$ cat src/hdl/scr_pkg.sv
// scr_pkg: shared types, constants and fixed-point helpers for the scatter rotate block
// no dependencies; used by every module under hdl
`default_nettype none

package scr_pkg;

  localparam int ANGLE_BITS    = 16;
  localparam int CORDIC_STAGES = 16;
  // floor square root of a value up to 2^30 takes one result bit per step
  localparam int ISQRT_STEPS   = 16;
  localparam int ROT_LAT       = CORDIC_STAGES + 2;
  localparam int VEC_LAT       = CORDIC_STAGES + 1;

  typedef logic signed [15:0] q15_t;
  typedef logic signed [33:0] cw_t;
  typedef logic [31:0]        bam_t;
  typedef logic [ANGLE_BITS-1:0] ang_t;

  localparam cw_t  K_Q30         = 34'sd652032874;
  localparam bam_t QUARTER_TURN  = 32'h4000_0000;
  localparam bam_t HALF_TURN     = 32'h8000_0000;
  localparam bam_t THREE_QUARTER = 32'hC000_0000;

  typedef struct packed {
    ang_t theta_in;
    ang_t phi_in;
    ang_t scatter_theta;
    ang_t scatter_phi;
    logic collision;
  } in_beat_t;

  typedef struct packed {
    ang_t theta_out;
    ang_t phi_out;
  } out_beat_t;

  function automatic bam_t atan_tab(input int i);
    bam_t t;
    case (i)
      0:  t = 32'h20000000;
      1:  t = 32'h12E4051E;
      2:  t = 32'h09FB385B;
      3:  t = 32'h051111D4;
      4:  t = 32'h028B0D43;
      5:  t = 32'h0145D7E1;
      6:  t = 32'h00A2F61E;
      7:  t = 32'h00517C55;
      8:  t = 32'h0028BE53;
      9:  t = 32'h00145F2F;
      10: t = 32'h000A2F98;
      11: t = 32'h000517CC;
      12: t = 32'h00028BE6;
      13: t = 32'h000145F3;
      14: t = 32'h0000A2FA;
      15: t = 32'h0000517D;
      16: t = 32'h000028BE;
      17: t = 32'h0000145F;
      18: t = 32'h00000A30;
      19: t = 32'h00000518;
      20: t = 32'h0000028C;
      21: t = 32'h00000146;
      22: t = 32'h000000A3;
      23: t = 32'h00000051;
      24: t = 32'h00000029;
      25: t = 32'h00000014;
      26: t = 32'h0000000A;
      27: t = 32'h00000005;
      28: t = 32'h00000003;
      29: t = 32'h00000001;
      30: t = 32'h00000001;
      default: t = 32'h00000000;
    endcase
    return t;
  endfunction

  // q2.30 to q1.15, round half up, saturate
  function automatic q15_t q30_to_q15(input logic signed [35:0] v);
    logic signed [35:0] t;
    t = (v + 36'sd16384) >>> 15;
    if (t > 36'sd32767) begin
      return 16'sh7FFF;
    end
    if (t < -36'sd32768) begin
      return 16'sh8000;
    end
    return t[15:0];
  endfunction

  function automatic q15_t mul15(input q15_t a, input q15_t b);
    logic signed [31:0] p;
    p = a * b;
    return q30_to_q15(36'(p));
  endfunction

  function automatic bam_t angle_in(input ang_t v);
    return bam_t'(v) << (32 - ANGLE_BITS);
  endfunction

  function automatic ang_t angle_out(input bam_t z);
    bam_t s;
    s = z + (32'd1 << (31 - ANGLE_BITS));
    return s[31 -: ANGLE_BITS];
  endfunction

endpackage

`default_nettype wire

$ cat src/hdl/scr_cordic_rot.sv
// scr_cordic_rot: pipelined rotation-mode cordic, binary angle in, q1.15 sine and cosine out
// depends on scr_pkg; an input register, one register per iteration and an output register, all moving while en is high
`default_nettype none

module scr_cordic_rot (
  input  wire logic          clk,
  input  wire logic          en,
  input  wire scr_pkg::bam_t angle,
  output scr_pkg::q15_t      sin_q,
  output scr_pkg::q15_t      cos_q
);

  scr_pkg::cw_t  x_r    [0:scr_pkg::CORDIC_STAGES];
  scr_pkg::cw_t  y_r    [0:scr_pkg::CORDIC_STAGES];
  scr_pkg::cw_t  z_r    [0:scr_pkg::CORDIC_STAGES];
  logic          flip_r [0:scr_pkg::CORDIC_STAGES];
  scr_pkg::q15_t sin_r, cos_r;
  scr_pkg::bam_t a_sum, a_adj;
  scr_pkg::cw_t  xf, yf;

  // fold the left half plane onto the right one
  always_comb begin
    a_sum = angle + scr_pkg::QUARTER_TURN;
    a_adj = a_sum[31] ? angle + scr_pkg::HALF_TURN : angle;
  end

  always_ff @(posedge clk) begin
    if (en) begin
      x_r[0]    <= scr_pkg::K_Q30;
      y_r[0]    <= '0;
      z_r[0]    <= 34'(signed'(a_adj));
      flip_r[0] <= a_sum[31];
    end
  end

  for (genvar i = 0; i < scr_pkg::CORDIC_STAGES; i++) begin : g_iter
    localparam scr_pkg::cw_t ATN = $signed({2'b00, scr_pkg::atan_tab(i)});
    always_ff @(posedge clk) begin
      if (en) begin
        flip_r[i+1] <= flip_r[i];
        if (z_r[i] >= 0) begin
          x_r[i+1] <= x_r[i] - (y_r[i] >>> i);
          y_r[i+1] <= y_r[i] + (x_r[i] >>> i);
          z_r[i+1] <= z_r[i] - ATN;
        end else begin
          x_r[i+1] <= x_r[i] + (y_r[i] >>> i);
          y_r[i+1] <= y_r[i] - (x_r[i] >>> i);
          z_r[i+1] <= z_r[i] + ATN;
        end
      end
    end
  end

  always_comb begin
    xf = flip_r[scr_pkg::CORDIC_STAGES] ? -x_r[scr_pkg::CORDIC_STAGES]
                                        : x_r[scr_pkg::CORDIC_STAGES];
    yf = flip_r[scr_pkg::CORDIC_STAGES] ? -y_r[scr_pkg::CORDIC_STAGES]
                                        : y_r[scr_pkg::CORDIC_STAGES];
  end

  always_ff @(posedge clk) begin
    if (en) begin
      cos_r <= scr_pkg::q30_to_q15(36'(xf));
      sin_r <= scr_pkg::q30_to_q15(36'(yf));
    end
  end

  assign sin_q = sin_r;
  assign cos_q = cos_r;

endmodule

`default_nettype wire

$ cat config.mk
export PLATFORM = sky130hd
export DESIGN_NAME = scr_cordic_rot
export DESIGN_NICKNAME = d
export VERILOG_FILES = /design/src/hdl/scr_pkg.sv /design/src/hdl/scr_cordic_rot.sv
export SDC_FILE = /design/constraint.sdc
export NUM_CORES = 2
export LEC_CHECK = 0
export BUFFER_PORTS_ARGS = -buffer_cell sky130_fd_sc_hd__buf_2
export CAP_MARGIN = 20
export CORE_ASPECT_RATIO = 0.75
export CORE_UTILIZATION = 53
export CTS_BUF_LIST = sky130_fd_sc_hd__clkbuf_2
export DETAILED_ROUTE_END_ITERATION = 8
export GPL_TIMING_DRIVEN = 1
export MAX_ROUTING_LAYER = met4
export PLACE_DENSITY = 0.73
export SETUP_SLACK_MARGIN = 0.02
export SYNTH_ARGS = -nofsm -noshare
export SYNTH_HDL_FRONTEND = slang
export SYNTH_SLANG_ARGS = --single-unit
export TNS_END_PERCENT = 50
$ cat constraint.sdc
create_clock -name clk -period 6.73 [get_ports clk]
set_clock_uncertainty 0.15 [all_clocks]
set_input_delay 1.0095 -clock clk [delete_from_list [all_inputs] [get_ports clk]]
set_output_delay 1.0095 -clock clk [all_outputs]
set_load 0.02 [all_outputs]
Word-level counts from Yosys, hierarchy flattened. Memory sizes are Yosys's and may differ from the RTL's. Cells that the tools add are included.

Memories kept: 4. Flip-flop bits (word level): 32. Output and inout bits: 32. Input bits: 34. Memory bits (writable): 1751. Word-level logic and storage cells: 342.

Add/subtract/negate cells: 101. $lt $le $gt $ge: 20. Mux-type cells: 167. Bitwise operators: 48.

Memories: x_r (words 17, bits a word 34, rd ports 17, clocked after Yosys merged registers in 0, wr ports 17, line scr_cordic_rot.sv:13) `scr_pkg::cw_t x_r [0:scr_pkg::CORDIC_STAGES];`; y_r (words 17, bits a word 34, rd ports 17, clocked after Yosys merged registers in 0, wr ports 17, line scr_cordic_rot.sv:14) `scr_pkg::cw_t y_r [0:scr_pkg::CORDIC_STAGES];`; z_r (words 17, bits a word 34, rd ports 16, clocked after Yosys merged registers in 0, wr ports 17, line scr_cordic_rot.sv:15) `scr_pkg::cw_t z_r [0:scr_pkg::CORDIC_STAGES];`; flip_r (words 17, bits a word 1, rd ports 17, clocked after Yosys merged registers in 0, wr ports 17, line scr_cordic_rot.sv:16) `logic flip_r [0:scr_pkg::CORDIC_STAGES];`.

Operator list (count): 34-bit 2-to-1 mux (50); 34-bit by 1-bit greater-or-equal comparator with 1-bit output (second input constant) (16); 16-bit 2-to-1 mux (8); 1-bit 2-to-1 mux (108); 34-bit by 16-bit adder with 35-bit output (second input constant) (2); 34-bit by 19-bit adder with 34-bit output (2); 34-bit by 20-bit adder with 34-bit output (2); 34-bit by 21-bit adder with 34-bit output (2); 34-bit by 22-bit adder with 34-bit output (2); 34-bit by 23-bit adder with 34-bit output (2); 34-bit by 24-bit adder with 34-bit output (2); 34-bit by 25-bit adder with 34-bit output (2); 34-bit by 26-bit adder with 34-bit output (2); 34-bit by 27-bit adder with 34-bit output (2); 34-bit by 28-bit adder with 34-bit output (2); 34-bit by 29-bit adder with 34-bit output (2); 34-bit by 30-bit adder with 34-bit output (2); 34-bit by 31-bit adder with 34-bit output (2); 34-bit by 32-bit adder with 34-bit output (2); 34-bit by 33-bit adder with 34-bit output (2); 34-bit negation (2); 34-bit by 19-bit subtractor with 34-bit output (2); 34-bit by 20-bit subtractor with 34-bit output (2); 34-bit by 21-bit subtractor with 34-bit output (2); other kinds (52) (114).

Longest topological paths before layout.
Word-level depth: 10. Mapped depth: 24. Mapped depth without buffers: 22.

Worst setup path after synthesis. OpenSTA, ideal clock, no wires.

Kind: input -> register. From: input port en. To: memory y_r[7][33] (netlist bit) (data pin). Stages on the path: 21. Arrival time: 6.122 ns. Data required time: 6.320 ns. Buffers on the path: 5. Slack: 0.199 ns. Library setup time: 0.260 ns. Cell sequence: clkbuf_1 > buf_2 > clkbuf_1 > buf_1 > nand2_1 > inv_1 > buf_1 > nor2_1 > xnor2_1 > ha_1 > o21a_1 > a311o_1 > a31o_2 > a41oi_1 > o31ai_1 > o41a_1 > a41o_1 > or4_1 > a31o_2 > a21oi_1 > xnor2_1.

RTL lines: start: declaration (line scr_cordic_rot.sv:7) `input wire logic en,`; end: declaration (line scr_cordic_rot.sv:14).

==> impl_metrics.csv <==
group,metric,value,unit
clock_tree,cts.reportedPaths.clkPinSlew,0.15,ns
layout,nFillCells,21500,
route,drc,0,
placed_design,dp_hpwl,251000,microns
worst_setup_path,crit_required,7.93,ns
route,wl_per_cell,18.7,microns
sta,slew-limit-headroom,25.6,%
route,ant_nets,0,
floorplan,start_util,53.5,%
sta,worst_pin_slew,1.09,ns
route,vias,104000,
floorplan,dieHeight,430,microns
yosys,synth_fp_nets,15000,
worst_setup_path,cpLargestDelayFamily,"simple AND/OR/NAND/NOR gates",
worst_setup_path,cp.arrival,7.50,ns
layout,drive_above_1_share,7.05,%
clock_tree,cts.sinks,1552,
worst_hold_path,hold_class,"in -> reg",
layout,fin_nets,15200,
sta,setup_viol,0,
sta,fin_crit_sh,93.5,%
layout,area_growth,6.52,%
sta,finalSetupTns,0,ns
route,top_layer,"met4",
route,wl_met3,25300,microns
global_route,antenna_found_initial,6,
worst_setup_path,cp_max_fo,6,
worst_setup_path,cp-start-kind,"flip-flop",
route,drt_iter0_drc,9495,
route,drt-pass1-iter-count,9,
clock_tree,cts_htree_levels,5,
placed_design,place_congestion,0.973,
sta,max_freq,159,MHz
outcome,status,"finished clean",
floorplan,dieArea,0.246,sq mm
global_route,grt_pass1_vias,94800,
yosys,ys_ff_latch,1552,
worst_setup_path,path_buf_inv,0,
worst_setup_path,crit_type,"reg -> reg",
floorplan,rows,156,
placed_design,port_buffers,65,
yosys,synth_ff_type,"edfxtp_1",
sta,rsz0062_at_grt,"no",
sta,slew_violations,0,
sta,report.final.hold_viol_count,0,
global_route,grt_first_pass_wirelength,514000,microns
worst_setup_path,critical_path.slowest_cell,"nor4bb_1",
global_route,overflow,0,
route,vias_per_cell,5.97,
floorplan,die_width,572,microns
route,wl,325000,microns
clock_tree,post_cts_buffers,0,
layout,most-common-layout-cells,"edfxtp_1 (1552), xnor2_1 (1327), ha_1 (1286)",
global_route,grt_max_degree,176,
yosys,ys_async_sr_fraction,0,%
worst_setup_path,path_cells,"or4_1, or2_2, nor3b_1, nor4bb_1, nor2_1, xor2_1, ha_1, nand4_1, nor2_1, nor4b_1, o22a_1, a41oi_1, a2111oi_0, o21ai_0, nand2b_1, a21oi_1, a21oi_1, xnor2_1",
yosys,ys_seq_area_share,36.1,%
clock_tree,cts_root_buffer,"clkbuf_2",
clock_tree,cts_tree,"done",
yosys,synth.avg_cell_area,9.51,sq um
clock_tree,cts.repair.resized,0,
job,maxCapViolations,0,
yosys,synth_edf_count,1552,
yosys,yosysWarnings,0,
sta,fin_crit,6.29,ns
worst_setup_path,critPathCaptureType,"flip-flop",
layout,final_common_cell,"edfxtp_1",
floorplan,io_pins,66,
yosys,synthCells,13600,
route,wl_met2,136000,microns
global_route,grt_usage,26.4,%
floorplan,core,0.242,sq mm
route,met1_length,158000,microns
clock_tree,clk_path_buf_depth,4,
yosys,synth_area,0.129,sq mm
worst_setup_path,critPathMaxStageDelay,0.76,ns
clock_tree,clkLatencyLatePin,1.67,ns
clock_tree,cts_made_buffers,381,
yosys,ys_types,97,
clock_tree,postCtsHoldBufs,65,
[registers in the layout, summed over array words and instances (netlist names)]
| name | count |
|---|---|
| y_r | 511 |
| z_r | 508 |
| x_r | 484 |
| flip_r | 17 |
| cos_q | 16 |
| sin_q | 16 |
[Yosys cell counts (all sizes together) (34+ instances only)]
| cell type | instances | area (sq um) |
|---|---|---|
| o21bai | 149 | 1120 |
| a21oi | 1284 | 6430 |
| o31ai | 170 | 1290 |
| o21a | 223 | 1670 |
| nor3 | 336 | 1680 |
| nor2 | 1114 | 4180 |
| nor4 | 85 | 577 |
| or3 | 120 | 761 |
| nand2b | 204 | 1280 |
| or4 | 47 | 360 |
| a31oi | 123 | 769 |
| buf | 89 | 358 |
| mux2i | 51 | 510 |
| o22ai | 47 | 294 |
| fa | 40 | 801 |
| o211ai | 48 | 360 |
| nor2b | 191 | 1190 |
| inv | 578 | 2170 |
| clkbuf | 252 | 948 |
| a21boi | 55 | 413 |
| or2 | 64 | 400 |
| xnor2 | 1328 | 11600 |
| o31a | 43 | 377 |
| and2 | 76 | 475 |
| mux2 | 54 | 608 |
| ha | 1286 | 16100 |
| o21ai | 793 | 4010 |
| nand3b | 34 | 255 |
| nand2 | 794 | 2980 |
| nand3 | 251 | 1260 |
| a211o | 46 | 403 |
| edfxtp | 1552 | 46600 |
| and3 | 115 | 724 |
| o41ai | 51 | 447 |
| nand4 | 80 | 515 |
| xor2 | 626 | 5490 |
| a211oi | 111 | 833 |
| a31o | 40 | 350 |
| a21o | 564 | 4230 |
[metal layers]
metal	vias to the layer above	track usage, %
met5	-	-
met4	0	5.44
met3	441	4.13
met2	3430	37.4
met1	49000	39.4
li1	51200	-
[per-stage QoR]
stage	worst slack, ns	std cells	util [%]	hold WS (ns)	cell area [sq um]
3_5_place_dp	0.410	16700	55.2	0.255	133000
5_1_grt	0.165	17400	57.0	0.0659	138000
4_1_cts	0.690	17400	57.0	0.00481	138000
6_report	0.438	17400	57.0	0.201	138000
2_1_floorplan	0.199	13600	-	0.250	129000
3_3_place_gp	0.470	16700	55.2	0.251	133000
[logic make-up after synthesis]
| kind of cell | count (synthesis) | synth area share, % |
|---|---|---|
| buffers and inverters | 927 | 2.71 |
| adder cells (fa/ha/maj) | 1350 | 13.3 |
| AND/OR/NAND/NOR | 3602 | 13.5 |
| multiplexers | 105 | 0.865 |
| AO/OA/AOI/OAI | 4105 | 20.4 |
| flip-flops | 1552 | 36.1 |
| XOR/XNOR | 1955 | 13.3 |
[worst paths after layout]
kind | to | start | cells past startpoint | slack [ns]
worst min register to register | z_r[1][10] | z_r[0][10] | 0 | 0.25
worst max register to register | x_r[8][33] | y_r[7][14] | 18 | 0.44
worst min-delay path | x_r[16][30] | en | 2 | 0.20
worst max-delay path | x_r[8][33] | y_r[7][14] | 18 | 0.44
[final cells by class]
type | instances | area, sq um | area share [%]
clock inverters | 164 | 1110 | 0.808
inverters | 586 | 2200 | 1.60
diodes | 6 | 15.0 | 0.0109
repair buffers | 244 | 1910 | 1.39
well taps | 3239 | 4050 | 2.94
clock buffers | 523 | 2620 | 1.90
multi-input cells | 11100 | 79200 | 57.5
flip-flops and latches | 1552 | 46600 | 33.8
Power is left out: the tool's default activity adds up to more than one toggle a clock period on the data nets, which glitch-free logic cannot reach.
